`src/rtl/core/hdlcd_pkg.sv`:
```
package hdlcd_pkg;

    localparam int BYTE_W  = 8;
    localparam int KIND_W  = 2;
    localparam int CRC_W   = 16;
    localparam int CFG_IDX_W = 2;

    // Result kinds
    localparam logic [KIND_W-1:0] KIND_DATA = 2'd0;
    localparam logic [KIND_W-1:0] KIND_GOOD = 2'd1;
    localparam logic [KIND_W-1:0] KIND_BAD  = 2'd2;

    // Register indexes
    localparam logic [CFG_IDX_W-1:0] REG_DELIMITER = 2'd0;
    localparam logic [CFG_IDX_W-1:0] REG_ESCAPE    = 2'd1;

    localparam logic [BYTE_W-1:0] DELIMITER_RESET = 8'h7E;
    localparam logic [BYTE_W-1:0] ESCAPE_RESET    = 8'h7D;
    localparam logic [BYTE_W-1:0] STUFF_MASK      = 8'h20;

    // CRC-16/X25, reflected form
    localparam logic [CRC_W-1:0] CRC_POLY_REFL = 16'h8408;
    localparam logic [CRC_W-1:0] CRC_INIT      = 16'hFFFF;
    localparam logic [CRC_W-1:0] CRC_XOROUT    = 16'hFFFF;

endpackage

```
`src/rtl/core/hdlcd_if.sv`:
```
// Raw line byte stream
interface hdlcd_byte_if import hdlcd_pkg::*; ();
    logic              valid;
    logic              ready;
    logic [BYTE_W-1:0] rx_byte;

    modport source (output valid, output rx_byte, input ready);
    modport sink   (input valid, input rx_byte, output ready);
endinterface

// Deframed result stream
interface hdlcd_res_if import hdlcd_pkg::*; ();
    logic              valid;
    logic              ready;
    logic [BYTE_W-1:0] out_byte;
    logic [KIND_W-1:0] item_kind;

    modport source (output valid, output out_byte, output item_kind, input ready);
    modport sink   (input valid, input out_byte, input item_kind, output ready);
endinterface

// Register write channel
interface hdlcd_cfg_if import hdlcd_pkg::*; ();
    logic                 valid;
    logic                 ready;
    logic [CFG_IDX_W-1:0] index;
    logic [BYTE_W-1:0]    data;

    modport source (output valid, output index, output data, input ready);
    modport sink   (input valid, input index, input data, output ready);
endinterface

```
`src/rtl/core/hdlcd_crc16.sv`:
```
module hdlcd_crc16
    import hdlcd_pkg::*;
(
    input  logic [CRC_W-1:0]  i_crc,
    input  logic [BYTE_W-1:0] i_data,
    output logic [CRC_W-1:0]  o_crc
);

    // Fold one byte in, LSB first
    always_comb begin
        logic [CRC_W-1:0] c;
        c = i_crc ^ {{(CRC_W-BYTE_W){1'b0}}, i_data};
        for (int i = 0; i < BYTE_W; i++) begin
            if (c[0]) begin
                c = (c >> 1) ^ CRC_POLY_REFL;
            end else begin
                c = c >> 1;
            end
        end
        o_crc = c;
    end

endmodule

```
`src/rtl/core/hdlc_deframer_crc16_check.sv`:
```
// Channel  Port   Dir  Payload               Transaction
// -------  -----  ---  --------------------  ------------------
// input    i_in   in   rx_byte[7:0]          valid && ready
// result   o_out  out  out_byte, item_kind   valid && ready
// config   i_cfg  in   index[1:0], data      valid && ready
//
// One byte per cycle sustained while results are taken; a result passes the input
// register, then the state/CRC pass into the result register.
// The byte-wide CRC update sits between those two registers.
// Reset (synchronous, active low) returns to hunting with default registers.
// A stalled result holds the pass stage; the input register still takes one
// more byte, so input ready drops only when both stages are full.
module hdlc_deframer_crc16_check
    import hdlcd_pkg::*;
(
    input  logic          i_clk,
    input  logic          i_rst_n,
    hdlcd_byte_if.sink    i_in,
    hdlcd_res_if.source   o_out,
    hdlcd_cfg_if.sink     i_cfg
);

    // Configuration registers
    logic [BYTE_W-1:0] r_delim;
    logic [BYTE_W-1:0] r_esc;

    // Input stage
    logic              r_in_valid;
    logic [BYTE_W-1:0] r_in_byte;

    // Frame state
    logic              r_in_frame, n_in_frame;
    logic              r_esc_pend, n_esc_pend;
    logic [BYTE_W-1:0] r_held0, n_held0;
    logic [BYTE_W-1:0] r_held1, n_held1;
    logic [1:0]        r_held_cnt, n_held_cnt;
    logic [CRC_W-1:0]  r_crc, n_crc;

    // Result stage
    logic              r_out_valid;
    logic [BYTE_W-1:0] r_out_byte;
    logic [KIND_W-1:0] r_out_kind;

    logic              res_valid;
    logic [BYTE_W-1:0] res_byte;
    logic [KIND_W-1:0] res_kind;
    logic [CRC_W-1:0]  crc_upd;
    logic              advance;

    assign advance     = r_in_valid && (!r_out_valid || o_out.ready);
    assign i_in.ready  = !r_in_valid || advance;
    assign i_cfg.ready = 1'b1;

    assign o_out.valid     = r_out_valid;
    assign o_out.out_byte  = r_out_byte;
    assign o_out.item_kind = r_out_kind;

    hdlcd_crc16 u_crc (
        .i_crc  (r_crc),
        .i_data (r_held0),
        .o_crc  (crc_upd)
    );

    // Write configuration registers; unknown indexes are dropped
    always_ff @(posedge i_clk) begin
        if (!i_rst_n) begin
            r_delim <= DELIMITER_RESET;
            r_esc   <= ESCAPE_RESET;
        end else if (i_cfg.valid && i_cfg.ready) begin
            case (i_cfg.index)
                REG_DELIMITER: r_delim <= i_cfg.data;
                REG_ESCAPE:    r_esc   <= i_cfg.data;
                default: ;
            endcase
        end
    end

    // Capture input byte
    always_ff @(posedge i_clk) begin
        if (!i_rst_n) begin
            r_in_valid <= 1'b0;
        end else if (i_in.valid && i_in.ready) begin
            r_in_valid <= 1'b1;
        end else if (advance) begin
            r_in_valid <= 1'b0;
        end
    end

    always_ff @(posedge i_clk) begin
        if (i_in.valid && i_in.ready) begin
            r_in_byte <= i_in.rx_byte;
        end
    end

    // Deframe one byte: hunt, unstuff, hold two bytes, check CRC at close
    always_comb begin
        logic              push_en;
        logic [BYTE_W-1:0] push_data;
        logic              restart;

        n_in_frame = r_in_frame;
        n_esc_pend = r_esc_pend;
        n_held0    = r_held0;
        n_held1    = r_held1;
        n_held_cnt = r_held_cnt;
        n_crc      = r_crc;
        res_valid  = 1'b0;
        res_byte   = '0;
        res_kind   = KIND_DATA;
        push_en    = 1'b0;
        push_data  = r_in_byte;
        restart    = 1'b0;

        if (!r_in_frame) begin
            if (r_in_byte == r_delim) begin
                n_in_frame = 1'b1;
                restart    = 1'b1;
            end
        end else if (r_esc_pend) begin
            n_esc_pend = 1'b0;
            push_en    = 1'b1;
            push_data  = r_in_byte ^ STUFF_MASK;
        end else if (r_in_byte == r_delim) begin
            // short frame restarts; otherwise close with a CRC verdict
            if (r_held_cnt == 2'd2) begin
                res_valid  = 1'b1;
                res_kind   = ({r_held1, r_held0} == (r_crc ^ CRC_XOROUT)) ?
                             KIND_GOOD : KIND_BAD;
                n_in_frame = 1'b0;
            end
            restart = 1'b1;
        end else if (r_in_byte == r_esc) begin
            n_esc_pend = 1'b1;
        end else begin
            push_en = 1'b1;
        end

        // Shift data through the two-byte holding line
        if (push_en) begin
            if (r_held_cnt != 2'd2) begin
                if (!r_held_cnt[0]) begin
                    n_held0 = push_data;
                end else begin
                    n_held1 = push_data;
                end
                n_held_cnt = r_held_cnt + 2'd1;
            end else begin
                res_valid = 1'b1;
                res_byte  = r_held0;
                res_kind  = KIND_DATA;
                n_crc     = crc_upd;
                n_held0   = r_held1;
                n_held1   = push_data;
            end
        end

        if (restart) begin
            n_esc_pend = 1'b0;
            n_held0    = '0;
            n_held1    = '0;
            n_held_cnt = 2'd0;
            n_crc      = CRC_INIT;
        end
    end

    // Commit frame state
    always_ff @(posedge i_clk) begin
        if (!i_rst_n) begin
            r_in_frame <= 1'b0;
            r_esc_pend <= 1'b0;
            r_held0    <= '0;
            r_held1    <= '0;
            r_held_cnt <= 2'd0;
            r_crc      <= CRC_INIT;
        end else if (advance) begin
            r_in_frame <= n_in_frame;
            r_esc_pend <= n_esc_pend;
            r_held0    <= n_held0;
            r_held1    <= n_held1;
            r_held_cnt <= n_held_cnt;
            r_crc      <= n_crc;
        end
    end

    // Result register
    always_ff @(posedge i_clk) begin
        if (!i_rst_n) begin
            r_out_valid <= 1'b0;
        end else if (advance) begin
            r_out_valid <= res_valid;
        end else if (o_out.ready) begin
            r_out_valid <= 1'b0;
        end
    end

    always_ff @(posedge i_clk) begin
        if (advance && res_valid) begin
            r_out_byte <= res_byte;
            r_out_kind <= res_kind;
        end
    end

`ifndef SYNTHESIS
    // a frame closed with a CRC verdict sends the block back to hunting
    a_close_hunts: assert property (@(posedge i_clk) disable iff (!i_rst_n)
        (advance && res_valid && res_kind != KIND_DATA) |=> !r_in_frame)
        else $error("frame end did not return to hunting");

    // an escape is only pending inside a frame
    a_esc_in_frame: assert property (@(posedge i_clk) disable iff (!i_rst_n)
        r_esc_pend |-> r_in_frame)
        else $error("escape pending while hunting");

    // holding line never overfills
    a_held_cnt: assert property (@(posedge i_clk) disable iff (!i_rst_n)
        r_held_cnt != 2'd3)
        else $error("holding count out of range");

    // a payload byte only leaves once the line is full
    a_data_full: assert property (@(posedge i_clk) disable iff (!i_rst_n)
        (advance && res_valid && res_kind == KIND_DATA) |-> (r_held_cnt == 2'd2))
        else $error("payload byte released early");
`endif

endmodule

```
`src/flat_wrapper.sv`:
```
// flat-port wrapper written by rule: the top's interface ports become plain ports
module hdlc_deframer_crc16_check_flat import hdlcd_pkg::*;
  (i_clk, i_rst_n, i_in_valid, i_in_rx_byte, i_in_ready, o_out_valid, o_out_out_byte, o_out_item_kind, o_out_ready, i_cfg_valid, i_cfg_index, i_cfg_data, i_cfg_ready);
  hdlcd_byte_if i_in_i ();
  hdlcd_res_if o_out_i ();
  hdlcd_cfg_if i_cfg_i ();
  input  logic i_clk;
  input  logic i_rst_n;
  input wire logic [$bits(i_in_i.valid)-1:0] i_in_valid;
  input wire logic [$bits(i_in_i.rx_byte)-1:0] i_in_rx_byte;
  output wire logic [$bits(i_in_i.ready)-1:0] i_in_ready;
  output wire logic [$bits(o_out_i.valid)-1:0] o_out_valid;
  output wire logic [$bits(o_out_i.out_byte)-1:0] o_out_out_byte;
  output wire logic [$bits(o_out_i.item_kind)-1:0] o_out_item_kind;
  input wire logic [$bits(o_out_i.ready)-1:0] o_out_ready;
  input wire logic [$bits(i_cfg_i.valid)-1:0] i_cfg_valid;
  input wire logic [$bits(i_cfg_i.index)-1:0] i_cfg_index;
  input wire logic [$bits(i_cfg_i.data)-1:0] i_cfg_data;
  output wire logic [$bits(i_cfg_i.ready)-1:0] i_cfg_ready;
  assign i_in_i.valid = i_in_valid;
  assign i_in_i.rx_byte = i_in_rx_byte;
  assign i_in_ready = i_in_i.ready;
  assign o_out_valid = o_out_i.valid;
  assign o_out_out_byte = o_out_i.out_byte;
  assign o_out_item_kind = o_out_i.item_kind;
  assign o_out_i.ready = o_out_ready;
  assign i_cfg_i.valid = i_cfg_valid;
  assign i_cfg_i.index = i_cfg_index;
  assign i_cfg_i.data = i_cfg_data;
  assign i_cfg_ready = i_cfg_i.ready;
  hdlc_deframer_crc16_check u_core (.i_clk(i_clk), .i_rst_n(i_rst_n), .i_in(i_in_i), .o_out(o_out_i), .i_cfg(i_cfg_i));
endmodule
```
`config.mk`:
```
export PLATFORM = sky130hd
export DESIGN_NAME = hdlc_deframer_crc16_check_flat
export DESIGN_NICKNAME = d
export VERILOG_FILES = /design/src/rtl/core/hdlcd_pkg.sv /design/src/rtl/core/hdlcd_if.sv /design/src/rtl/core/hdlcd_crc16.sv /design/src/rtl/core/hdlc_deframer_crc16_check.sv /design/src/flat_wrapper.sv
export SDC_FILE = /design/constraint.sdc
export NUM_CORES = 1
export LEC_CHECK = 0
export BUFFER_PORTS_ARGS = -buffer_cell sky130_fd_sc_hd__buf_2
export CAP_MARGIN = 20
export CORE_MARGIN = 5
export CORE_UTILIZATION = 55
export CTS_CLUSTER_SIZE = 14
export DETAILED_ROUTE_END_ITERATION = 7
export HOLD_SLACK_MARGIN = 0.08
export PLACE_DENSITY = 0.8
export SLEW_MARGIN = 40
export SYNTH_ARGS = -nofsm -noshare
export SYNTH_HDL_FRONTEND = slang
export SYNTH_SLANG_ARGS = --single-unit
```
`constraint.sdc`:
```
create_clock -name i_clk -period 5.9 [get_ports i_clk]
set_input_delay 1.18 -clock i_clk [delete_from_list [all_inputs] [get_ports i_clk]]
set_output_delay 1.18 -clock i_clk [all_outputs]
set_load 0.005 [all_outputs]
```
### After elaboration in Yosys (flattened, before gate mapping)

Cells that the tools add are included.

| storage, ports and cells | value |
|---|---|
| flip-flop bits (word level) | 72 |
| output and inout port bits | 13 |

| cells by class | value |
|---|---|
| add/subtract/negate cells | 1 |
| equality and inequality tests | 9 |
| bitwise gates (word level) | 12 |
| reduce and logical (&&, ||, !) cells | 21 |
| muxes and demuxes | 57 |

Operators with widths:

| operator | count |
|---|---|
| two-way mux 16 bit | 11 |
| two-way mux 8 bit | 8 |
| two-way mux 1 bit | 26 |
| inverter 2 -> 3 bit | 8 |
| two-way mux 2 bit | 10 |
| equality test 16 bit | 1 |
| equality test 8 bit | 2 |
| inverter 16 bit | 1 |
| XOR 16 x 8 -> 16 bit | 1 |
| two-way mux 6 bit | 2 |
| AND reduction 3 bit | 4 |
| nonzero test 2 bit | 5 |
| AND reduction 2 bit | 3 |
| logical AND 1 bit | 3 |
| != test 3 x 1 -> 1 bit (second input constant) | 1 |
| != test 3 bit (second input constant) | 1 |
| adder 2 x 1 -> 2 bit (second input constant) | 1 |
| equality test 2 x 1 -> 1 bit (second input constant) | 1 |
| equality test 2 bit (second input constant) | 1 |
| logical NOT 1 bit | 2 |
| logical NOT 2 bit | 1 |
| logical OR 1 bit | 2 |
| != test 2 x 1 -> 1 bit (second input constant) | 1 |
| != test 2 bit (second input constant) | 1 |
| other kinds (2) | 3 |

### Logic depth before layout (Yosys ltp)

Gate-level depths: netlist of the first run.

| depth | value |
|---|---|
| word-level depth | 20 |
| depth in mapped cells | 9 |
| gate-level depth less buffers | 7 |

### Cells and area by module

A second synthesis of the first run with hierarchy kept.

| unflattened totals | value |
|---|---|
| cell total of the unflattened synthesis | 357 |
| area total of the unflattened synthesis | 3917.5 um^2 |

Modules (own cells, without submodules):

| module | area each (um^2) | cells an instance | instances | sequential area each (um^2) |
|---|---|---|---|---|
| hdlc_deframer_crc16_check | 3537.1 | 332 | 1 | 1621.6 |
| hdlcd_crc16 | 380.4 | 25 | 1 | 0.0 |

### Worst setup path after synthesis of the first run

No wires, ideal clock.

| timing path | value |
|---|---|
| kind | input to register |
| start point | input o_out_ready |
| end point | register u_core.r_out_kind[0], in the netlist u_core.o_out.item_kind[0], enable pin |
| stages | 4 |
| path buffers | 0 |
| data required time | 5.518 ns |
| path slack | 3.295 ns |
| arrival time | 2.223 ns |
| cell sequence | nand2b_1 > and2_1 > nand3_1 > a21oi_1 |

| on the way | value |
|---|---|
| longest elaborated chain between the ends | 3 |

RTL lines:

| item | RTL line | source |
|---|---|---|
| start: declaration | flat_wrapper.sv:15 | `input wire logic [$bits(o_out_i.ready)-1:0] o_out_ready;` |
| logical OR 1 bit | hdlc_deframer_crc16_check.sv:50 | `assign advance = r_in_valid && (!r_out_valid \|\| o_out.ready);` |
| logical AND 1 bit | hdlc_deframer_crc16_check.sv:50 |  |
| logical AND 1 bit | hdlc_deframer_crc16_check.sv:197 | `if (advance && res_valid) begin` |
| end signal: assignment | hdlc_deframer_crc16_check.sv:199 | `r_out_kind <= res_kind;` |
| end: declaration | hdlc_deframer_crc16_check.sv:42 | `logic [KIND_W-1:0] r_out_kind;` |

Every way passes these cells.
A chain may end at the register's enable or synchronous reset.

### Worst setup path after layout of the first run

| timing path | value |
|---|---|
| start point | register u_core.r_in_byte[2] |
| end point | register u_core.r_crc[11] |

| on the way | value |
|---|---|
| longest elaborated chain between the ends | 7 |

RTL lines:

| item | RTL line | source |
|---|---|---|
| start: declaration | hdlc_deframer_crc16_check.sv:29 | `logic [BYTE_W-1:0] r_in_byte;` |
| start signal: assignment | hdlc_deframer_crc16_check.sv:91 | `r_in_byte <= i_in.rx_byte;` |
| equality test 8 bit | hdlc_deframer_crc16_check.sv:132 | `end else if (r_in_byte == r_esc) begin` |
| two-way mux 1 bit | hdlc_deframer_crc16_check.sv:132 |  |
| two-way mux 1 bit | hdlc_deframer_crc16_check.sv:123 | `end else if (r_in_byte == r_delim) begin` |
| two-way mux 1 bit | hdlc_deframer_crc16_check.sv:119 | `end else if (r_esc_pend) begin` |
| two-way mux 1 bit | hdlc_deframer_crc16_check.sv:114 | `if (!r_in_frame) begin` |
| nonzero test 2 bit (no source line) | - |  |
| AND reduction 3 bit (no source line) | - |  |
| end signal: assignment | hdlc_deframer_crc16_check.sv:181 | `r_crc <= n_crc;` |
| end: declaration | hdlc_deframer_crc16_check.sv:37 | `logic [CRC_W-1:0] r_crc, n_crc;` |

Several ways; a longest one is shown, not always the timed one.

==> results of run 1 <==
==> layout make-up <==
class	count	area, sq um	area share, %
sequential	72	1620	41.8
clock inverter	5	32.5	0.838
multi-input combinational	261	1750	45.1
tap	77	96.3	2.48
timing repair buffer	35	180	4.64
inverter	16	60.1	1.55
clock buffer	11	141	3.64
==> state kept, by name, indices dropped and copies added, names as in the netlist <==
name / flops
u_core.r_crc: 16
u_core.o_out.out_byte: 8
u_core.r_delim: 8
u_core.r_esc: 8
u_core.r_held0: 8
u_core.r_held1: 8
u_core.r_in_byte: 8
u_core.o_out.item_kind: 2
u_core.r_held_cnt: 2
u_core.o_out.valid: 1
u_core.r_esc_pend: 1
u_core.r_in_frame: 1
u_core.r_in_valid: 1
==> worst max-delay path: cells and delay by family, from the launching register on <==
family | cells | cell delay [ns]
flip-flops | 1 | 0.50
XOR/XNOR | 1 | 0.21
AO/OA/AOI/OAI | 1 | 0.68
AND/OR/NAND/NOR | 2 | 0.94
multiplexers | 1 | 0.41
==> through the flow <==
step / util (%) / cell area (sq um) / setup slack, ns / instances
floorplan: - / 3530 / 3.30 / 369
global placement: 58.9 / 3700 / 2.47 / 461
finish: 61.8 / 3880 / 3.04 / 477
detailed placement: 59.0 / 3700 / 2.39 / 461
CTS: 61.8 / 3880 / 2.76 / 477
global route: 61.8 / 3880 / 2.90 / 477
==> power by group through the flow <==
stage               Sequential [mW]  Combinational (mW)  Clock [mW]
floorplan                     0.533              0.0468           0
global placement              0.538              0.0597           0
detailed placement            0.538              0.0617           0
CTS                           0.527              0.0623       0.354
global route                  0.528              0.0691       0.376
finish                        0.527              0.0624       0.347
==> per-layer routing <==
metal | wire length [um] | part of all wire (%) | up-vias | track usage (%)
met5 | 0 | 0 | - | 0
met4 | 116 | 1.5 | 0 | 7.32
met3 | 441 | 5.7 | 13 | 5.34
met2 | 3670 | 47 | 93 | 31.5
met1 | 3550 | 46 | 1304 | 25.5
li1 | - | - | 1304 | -
==> cells by family (layout without fill, tap and decap cells) <==
| family | Yosys count | in the layout | synth area share (%) |
|---|---|---|---|
| flip-flops | 72 | 72 | 46.0 |
| XOR/XNOR | 49 | 49 | 12.2 |
| AND/OR/NAND/NOR | 140 | 140 | 19.3 |
| AO/OA/AOI/OAI | 40 | 40 | 8.44 |
| multiplexers | 30 | 30 | 8.97 |
| adder cells (fa/ha/maj) | 1 | 1 | 0.355 |
| other | 1 | 1 | 0.106 |
| buffers and inverters | 36 | 67 | 4.72 |
==> cell usage after synthesis (6+ instances only) <==
library cell	count
nand3_1	15
and2_1	11
dfxtp_1	54
clkbuf_1	11
nor2_1	8
a21oi_1	9
nand2b_1	7
mux2_1	6
mux2_2	7
a32oi_1	9
mux2i_1	17
xnor2_1	27
inv_1	15
nand2_1	78
xor2_1	22
edfxtp_1	18
nor4_1	6
==> final timing paths <==
check | endpoint | slack [ns] | cells after the start
max reg2reg | u_core.r_crc[11] | 3.04 | 5
min reg2reg | u_core.r_esc[7] | 0.47 | 2
min | u_core.r_esc[7] | 0.47 | 2
max | u_core.r_crc[11] | 3.04 | 5
==> metrics.txt, run 1 <==
status=completed; leak pwr=around 1.5 nW; io pins=36; register share of total power=between 50% and 60%; Max Fanout on Critical Path=16; Worst-Skew Late Latency=between 0.3 and 0.4 ns; cts hold-fix bufs=0; fin crit period=2.86 ns; initial DRC count=161; Final Power=around 940 uW; Synth cell types=50; final hold violations=0; Max Cap Viol=0; Logic pwr share=6.7%; total grt overflow=0; Initial Util=a little under three fifths; DP Wirelength=~5500 um; WHS=~0.47 ns; worst setup path startpoint=u_core.r_in_byte[2]; Net Sw Frac=between 20 and 30%; deepest level of the CTS H-tree=3; most frequent cells in the layout=nand2_1, dfxtp_1, buf_2; Area contributors post-synth=dfxtp_1, edfxtp_1, nand2_1; Pre-antenna DRT Iters=4; reg-to-reg startpoint=u_core.r_in_byte[2]; Synth area leader=dfxtp_1; Port-buffer cells=34; syn nets=~400; Rel. slew slack=around half; WL final=7770 um; RSZ-0062 raised after global routing=false; top_reg_cell synth=dfxtp_1; routed len/inst=16.3 um; P_int=~700 uW; Setup CP Type=reg -> reg; flops & latches, synth=72; CP Launch Type=register; Max Transition Viols Final=0; Clock Skews=0.00994 ns; Clock Power Share=between 30% and 40%; CP Capture Type=register; most common cell after layout, fill and taps aside=nand2_1; share of the yosys chip area belonging to registers=46.0%; Core Rows=29; Mapped Cells=between 300 and 400; Post-synth EDFFs=18; proportion of layout cells with a drive suffix above 1=between 15 and 20%; initial antenna violation count=0; post-CTS setup buffer count=0; DRC Markers=0; worst hold start=u_core.r_esc[7]; fmax=around 350 MHz; Layout area overhead=10.0%; Placeable Area=roughly 6300 sq um; deepest clock path buffer count=2; first-pass GRT wire length=between 10000 and 15000 um; # clock sinks=72; Total GRT Usage=19.7%; Least-Margin Pin Slew=0.748 ns; Switch Pwr=235 uW; diode count=0; period utilization=48.5%; CTS tree=done; Critical Path RT=between 6 and 7 ns; setup total negative slack=0 ns; VDD IR-drop max=about 0.00016 V; pin count of the biggest net entering global routing=50; die width=roughly 90 um; Worst path max stage delay=between 0.6 and 0.7 ns; vias in the first global route=roughly 2600; root buf cell=clkbuf_8; Ys Warns=0; Nets=approximately 420; Worst EP arrival=3.09 ns; syn avg cell area=about 9.6 sq um; fillers=about 540; CP max stage cell=o32a_1; cts bufs inserted=9; via-per-instance ratio=5.69; CP cell instances=xor2_1 -> nor4_4 -> nand2_2 -> o32a_1 -> mux2_1; Final Setup Violations=0; Die Height=90.1 um; antenna-violating nets left=0; via count=approximately 2700; share of the synthesized area in the top cell type=between 30 and 40%; post_cts resized=0; Final GP Congestion=0.896; P per Cell Area=roughly 240 nW/um^2; clk slew on worst S/H paths=0.08 ns; die area=approximately 8100 sq um; Async SR Flop Fraction=0%; Hold Crit Class=reg -> reg; area of the mapped netlist=3530 sq um
(Power assumes the default switching activity.)
==> inputs of run 2 (changes only) <==
--- a/config.mk
+++ b/config.mk
@@ -5,14 +5,15 @@
 export SDC_FILE = /design/constraint.sdc
 export NUM_CORES = 1
 export LEC_CHECK = 0
+export ABC_AREA = 1
 export BUFFER_PORTS_ARGS = -buffer_cell sky130_fd_sc_hd__buf_2
 export CAP_MARGIN = 20
 export CORE_MARGIN = 5
-export CORE_UTILIZATION = 55
+export CORE_UTILIZATION = 54
 export CTS_CLUSTER_SIZE = 14
 export DETAILED_ROUTE_END_ITERATION = 7
 export HOLD_SLACK_MARGIN = 0.08
-export PLACE_DENSITY = 0.8
+export PLACE_DENSITY = 0.82
 export SLEW_MARGIN = 40
 export SYNTH_ARGS = -nofsm -noshare
 export SYNTH_HDL_FRONTEND = slang
==> constraint.sdc (replaced) <==
create_clock -name i_clk -period 2.62 [get_ports i_clk]
set_input_delay 0.524 -clock i_clk [delete_from_list [all_inputs] [get_ports i_clk]]
set_output_delay 0.524 -clock i_clk [all_outputs]
set_load 0.005 [all_outputs]
==> run 2 against run 1 <==
Total power is 140% higher. Clock power grew to 2.8 times the previous value. Non-clock buffer count is 3 higher. Sequential share of layout area is 3.9 points lower. Critical path type unchanged. Final cell count is 38% higher.
==> metrics.txt, run 2 <==
Mapped Cells=524 (+42%); syn avg cell area=7.32 sq um (-23%); CP cell instances=inv_1 -> ha_1 -> clkinv_1 -> nand2_4 -> nand2_2 -> nand2_1 -> nand3_1; WL final=8610 um (+11%); share of the synthesized area in the top cell type=28.2% (-2.4 points); Area contributors post-synth=dfxtp_1, nand2_1, edfxtp_1; CP Capture Type=register; diode count=0 (unchanged); Pre-antenna DRT Iters=5 (+1); deepest level of the CTS H-tree=3 (unchanged); Cell Count, Final, Fillers Out=656 (+38%); status=completed; Synth Area in Compound Gates=4.34% (-4.1 points); most frequent cells in the layout=nand2_1, inv_1, dfxtp_1; largest family of logic cells by synthesized area=simple AND/OR/NAND/NOR gates; DP Worst Slack=0.431 ns (-1.96 ns); fin crit period=2.20 ns (-0.664 ns); post-route cell area=4290 sq um (+10%); post-CTS setup buffer count=0 (unchanged); setup total negative slack=0 ns (unchanged); first-pass GRT wire length=14900 um (+16%); fmax=456 MHz (+30%); Worst-Skew Late Latency=0.36 ns (about the same); P per Cell Area=535 nW/um^2 (+120%); DP Wirelength=6190 um (+13%); Synth cell types=33 (-34%); period utilization=83.8% (+35 points); Max Cap Viol=0 (unchanged); Clock Power Share=41.8% (+4.7 points); DRC Markers=0 (unchanged); area of the mapped netlist=3830 sq um (+8.7%); io pins=36 (unchanged); via count=3384 (+25%); routed len/inst=13.1 um (-19%); via-per-instance ratio=5.16 (-9.3%); Nets=579 (+38%); Max Transition Viols Final=0 (unchanged); Placeable Area=6870 sq um (+9.4%); RSZ-0062 raised after global routing=false; CP max stage cell=ha_1; most common cell in the netlist=nand2_1; dpl cells=640 (+39%); Clock Skews=0.0140 ns (+0.00407 ns); top_reg_cell synth=dfxtp_1; Worst EP arrival=2.41 ns (-0.68 ns); flops & latches, synth=72 (unchanged); crit-path leading delay family=simple AND/OR/NAND/NOR gates; Async SR Flop Fraction=0% (unchanged); initial antenna violation count=0 (unchanged); # clock sinks=72 (unchanged); deepest clock path buffer count=2 (unchanged); Logic pwr share=6.7% (about the same); syn nets=548 (+39%); die width=94.3 um (+4.6%); xor and xnor fraction of the mapped netlist area=5.94% (-6.2 points); most common cell after layout, fill and taps aside=nand2_1; register share of total power=51.5% (-4.8 points); VDD IR-drop max=0.000358 V (+130%); share of the yosys chip area belonging to registers=42.3% (-3.7 points); Die Height=94.3 um (+4.6%); total grt overflow=0 (unchanged); Critical Path RT=2.84 ns (-3.29 ns); cts bufs inserted=9 (unchanged); Initial Util=55.8% (-0.38 points); Post-synth EDFFs=18 (unchanged); Max Fanout on Critical Path=19 (+3); Setup CP Type=reg -> reg; utilization after layout=62.4% (+0.56 points); WHS=0.344 ns (-0.124 ns); vias in the first global route=3261 (+23%); pin count of the biggest net entering global routing=50 (unchanged); post_cts resized=0 (unchanged); initial DRC count=342 (+110%); multiplexer area fraction after synthesis=0% (-9.0 points); Hold Crit Class=in -> reg; Final GP Congestion=0.926 (+3.4%); final hold violations=0 (unchanged); proportion of layout cells with a drive suffix above 1=16.3% (-0.75 points); Worst path max stage delay=0.44 ns (-0.24 ns); Core Rows=30 (+3.4%); Rel. slew slack=55.4% (+5.4 points); CTS tree=done; root buf cell=clkbuf_8; P_int=1.76 mW (+150%); cts hold-fix bufs=0 (unchanged); CP Launch Type=register; leak pwr=2.01 nW (+32%); Synth area leader=dfxtp_1; Switch Pwr=533 uW (+130%); Adder-Cell Fraction of Synth Area=0.326% (-0.028 points); Most flops, register=u_core.r_crc; antenna-violating nets left=0 (unchanged); fillers=615 (+13%); CP Buf/Inv Count=2 (+2); commonest cells in the netlist=nand2_1, inv_1, dfxtp_1; Port-buffer cells=34 (unchanged); Net Sw Frac=23.2% (-1.8 points); die area=8890 sq um (+9.5%); Post-Synth Simple-Gate Area=37.4% (+18 points); Least-Margin Pin Slew=0.666 ns (-0.0820 ns); Layout area overhead=11.7%; Ys Warns=0 (unchanged); Final Setup Violations=0 (unchanged); Total GRT Usage=21.1% (+1.4 points); Final Power=2.29 mW (+140%); number of flip-flops in the largest register=16 (unchanged); cell area after placement=4050 sq um (+9.4%); post-route setup slack=0.425 ns (-2.62 ns); clk slew on worst S/H paths=0.07 ns (about the same)
==> run 2: changes by cell type in the layout (fill, tap and decap cells not counted), sizes merged, moves of 13 or more <==
| cell | delta |
|---|---|
| mux2i | -17 |
| inv | +55 |
| nand4 | +13 |
| nand2 | +87 |
| nor2 | +36 |
| mux2 | -13 |
| nand3 | +48 |
| xor2 | -15 |
==> run 2: layout make-up <==
cell class | instances | area [sq um] | area share (%)
Timing Repair Buffer | 38 | 203 | 4.73
Clock buffer | 14 | 216 | 5.05
Multi-Input combinational cell | 363 | 1840 | 43.0
Sequential cell | 72 | 1620 | 37.8
Clock inverter | 2 | 13.8 | 0.321
Inverter | 71 | 267 | 6.22
Tap cell | 96 | 120 | 2.80
==> run 2: final timing paths <==
kind / from / end / slack (ns) / cells after the start
setup reg to reg: u_core.r_held_cnt[0] / u_core.r_crc[6] / 0.42 / 7
setup / recovery: u_core.r_held_cnt[0] / u_core.r_crc[6] / 0.42 / 7
hold / removal: i_in_rx_byte[1] / u_core.r_in_byte[1] / 0.34 / 1
hold reg to reg: u_core.r_held_cnt[1] / u_core.r_held_cnt[1] / 0.48 / 2
==> run 2: kinds of logic (layout without fill, tap and decap cells) <==
kind of cell / count (synthesis) / after routing
AO/OA/AOI/OAI: 30 / 30
flip-flops: 72 / 72
adder cells (fa/ha/maj): 1 / 1
XOR/XNOR: 26 / 26
buffers and inverters: 89 / 125
other: 1 / 1
AND/OR/NAND/NOR: 305 / 305
==> run 2: power groups by stage <==
stage	registers, mW	clock network [mW]	logic (mW)
4_1_cts	1.18	0.971	0.153
3_5_place_dp	1.21	0	0.152
3_3_place_gp	1.21	0	0.148
6_report	1.18	0.959	0.153
5_1_grt	1.19	1.02	0.177
2_1_floorplan	1.20	0	0.111
==> run 2: routing by layer <==
metal | vias up | part of all wire (%) | global-route usage (%)
met5 | - | 0 | 0
met3 | 22 | 6.2 | 3.69
met2 | 115 | 48 | 35.0
li1 | 1717 | - | -
met4 | 0 | 2.2 | 11.0
met1 | 1530 | 43 | 26.0
==> run 2: worst reg2reg max path: cells and delay by family (launching register included) <==
kind | cells | cell delay (ns)
and+or+nand+nor | 4 | 0.79
DFF | 1 | 0.34
adders and majority gates | 1 | 0.45
buffers and inverters | 2 | 0.49
==> inputs of run 3 (changes only) <==
--- a/config.mk
+++ b/config.mk
@@ -9,11 +9,11 @@
 export BUFFER_PORTS_ARGS = -buffer_cell sky130_fd_sc_hd__buf_2
 export CAP_MARGIN = 20
 export CORE_MARGIN = 5
-export CORE_UTILIZATION = 54
+export CORE_UTILIZATION = 55
 export CTS_CLUSTER_SIZE = 14
 export DETAILED_ROUTE_END_ITERATION = 7
 export HOLD_SLACK_MARGIN = 0.08
-export PLACE_DENSITY = 0.82
+export PLACE_DENSITY = 0.8
 export SLEW_MARGIN = 40
 export SYNTH_ARGS = -nofsm -noshare
 export SYNTH_HDL_FRONTEND = slang
==> constraint.sdc (replaced) <==
create_clock -name i_clk -period 2.1 [get_ports i_clk]
set_input_delay 0.42 -clock i_clk [delete_from_list [all_inputs] [get_ports i_clk]]
set_output_delay 0.42 -clock i_clk [all_outputs]
set_load 0.005 [all_outputs]
==> run 3 against run 2 <==
Global-route usage is 0.60 points lower. Final cell count is 0.61% higher. Worst hold slack worse by 0.11 ns. Via count is 3.3% lower. Total power is 24% higher. Non-clock buffer count is 5 higher. Sequential cell count stayed put. Setup slack worse by 0.25 ns. Critical endpoint is now u_core.o_out.out_byte[7]. Largest cell class unchanged.
==> metrics.txt, run 3 (synthesis gave the netlist of run 2 again) <==
CTS tree=done; via count=3272 (-3.3%); first-pass GRT wire length=14100 um (-5.3%); dpl cells=645 (+0.78%); Clock Skews=0.00938 ns (-0.00462 ns); Port-buffer cells=34 (unchanged); P per Cell Area=658 nW/um^2 (+23%); DRC Markers=0 (unchanged); WHS=0.237 ns (-0.108 ns); diode count=0 (unchanged); root buf cell=clkbuf_8; cells on worst reg2reg path=10 (+3); Final Setup Violations=0 (unchanged); fmax=520 MHz (+14%); post-CTS setup buffer count=0 (unchanged); period utilization=91.6% (+7.8 points); P_int=2.18 mW (+24%); most common cell after layout, fill and taps aside=nand2_1; Max Transition Viols Final=0 (unchanged); leak pwr=2.03 nW (+1.1%); WL final=8270 um (-3.9%); setup total negative slack=0 ns (unchanged); deepest clock path buffer count=2 (unchanged); Layout area overhead=12.5%; most frequent cells in the layout=nand2_1, inv_1, dfxtp_1; RSZ-0062 raised after global routing=false; cts hold-fix bufs=0 (unchanged); CP Capture Type=register; Pre-antenna DRT Iters=4 (-1); Most flops, register=u_core.r_crc; Die Height=93.5 um (-0.82%); routed len/inst=12.5 um (-4.5%); number of flip-flops in the largest register=16 (unchanged); VDD IR-drop max=0.000398 V (+11%); Total GRT Usage=20.5% (-0.60 points); via-per-instance ratio=4.96 (-3.9%); Hold Crit Class=in -> reg; Setup CP Type=reg -> reg; Initial Util=56.4% (+0.62 points); Max Cap Viol=0 (unchanged); Placeable Area=6790 sq um (-1.1%); Worst EP arrival=2.02 ns (-0.39 ns); Nets=584 (+0.86%); register share of total power=52.0% (+0.5 points); die area=8740 sq um (-1.6%); fin crit period=1.92 ns (-0.272 ns); cts bufs inserted=9 (unchanged); Core Rows=30 (unchanged); total grt overflow=0 (unchanged); Critical Path RT=2.20 ns (-0.64 ns); Final Power=2.84 mW (+24%); deepest level of the CTS H-tree=3 (unchanged); Clock Power Share=41.2% (-0.6 points); pin count of the biggest net entering global routing=33 (-34%); DP Wirelength=6100 um (-1.5%); Switch Pwr=659 uW (+24%); Final GP Congestion=0.874 (-5.6%); initial DRC count=243 (-29%); clk slew on worst S/H paths=0.08 ns (about the same); CP Launch Type=register; Logic pwr share=6.8% (about the same); Cell Count, Final, Fillers Out=660 (+0.61%); Max Fanout on Critical Path=8 (-11); vias in the first global route=3041 (-6.7%); final hold violations=0 (unchanged); post-route setup slack=0.176 ns (-0.248 ns); # clock sinks=72 (unchanged); die width=93.5 um (-0.82%); Worst-Skew Late Latency=0.35 ns (about the same); status=completed; Net Sw Frac=23.2% (about the same); fillers=604 (-1.8%); DP Worst Slack=0.145 ns (-0.286 ns); initial antenna violation count=0 (unchanged); Hold Path Stages=1 (unchanged); proportion of layout cells with a drive suffix above 1=17.2% (+0.95 points); antenna-violating nets left=0 (unchanged); io pins=36 (unchanged); R2R setup slack=0.18 ns (-0.25 ns)
[run 3: cell count changes in the layout (fill, tap and decap cells not counted), moves of 2 or more]
cell / change
nand2_4: +2
nand2_2: -2
buf_4: +3
clkbuf_16: -3
bufinv_16: +2
clkinvlp_4: +2
[run 3: timing repair]
action / 4_1_cts / 5_1_grt
gates resized for setup: 0 / 4
hold endpoints to repair: 0 / 0
setup endpoints to repair: 0 / 35
[run 3: per-stage QoR]
step | instance area [sq um] | utilization [%]
final | 4310 | 63.5
after floorplan | 3830 | -
after detailed placement | 4090 | 60.2
after CTS | 4300 | 63.3
after global routing | 4310 | 63.5
after global placement | 4090 | 60.2
[run 3: power groups by stage]
| stage | Combinational [mW] | Sequential (mW) | Clock, mW |
|---|---|---|---|
| floorplan | 0.138 | 1.50 | 0 |
| global placement | 0.188 | 1.50 | 0 |
| detailed placement | 0.192 | 1.51 | 0 |
| CTS | 0.193 | 1.47 | 1.19 |
| global route | 0.222 | 1.48 | 1.26 |
| finish | 0.192 | 1.47 | 1.17 |
[run 3: layout make-up]
cell class / count / area (sq um) / share of cell area (%)
Inverter: 71 / 267 / 6.18
Clock buffer: 9 / 124 / 2.87
Sequential cell: 72 / 1620 / 37.6
Tap cell: 96 / 120 / 2.79
Clock inverter: 6 / 85.1 / 1.97
Multi-Input combinational cell: 363 / 1850 / 43.0
Timing Repair Buffer: 43 / 241 / 5.60
[run 3: critical path, stage by stage (launching register included)]
cell	delay, ns
edfxtp_1	0.46
inv_2	0.10
nand2_1	0.05
nand2_1	0.05
nand2_1	0.06
nor2_2	0.24
nand2_4	0.12
nor2_1	0.16
nor2_1	0.07
nand2_1	0.25
nor2_1	0.09
[run 3: metal layers]
metal | wire [um] | up-vias | GRT usage [%]
li1 | - | 1729 | -
met3 | 380 | 15 | 4.83
met4 | 174 | 0 | 7.94
met5 | 0 | - | 0
met1 | 3650 | 1458 | 25.5
met2 | 4070 | 70 | 34.2
[run 3: path summary, 6_finish.rpt]
path                  startpoint                       end
min reg2reg    u_core.r_delim[5]         u_core.r_delim[5]
min              i_in_rx_byte[3]       u_core.r_in_byte[3]
max          u_core.r_in_byte[7]  u_core.o_out.out_byte[7]
max reg2reg  u_core.r_in_byte[7]  u_core.o_out.out_byte[7]
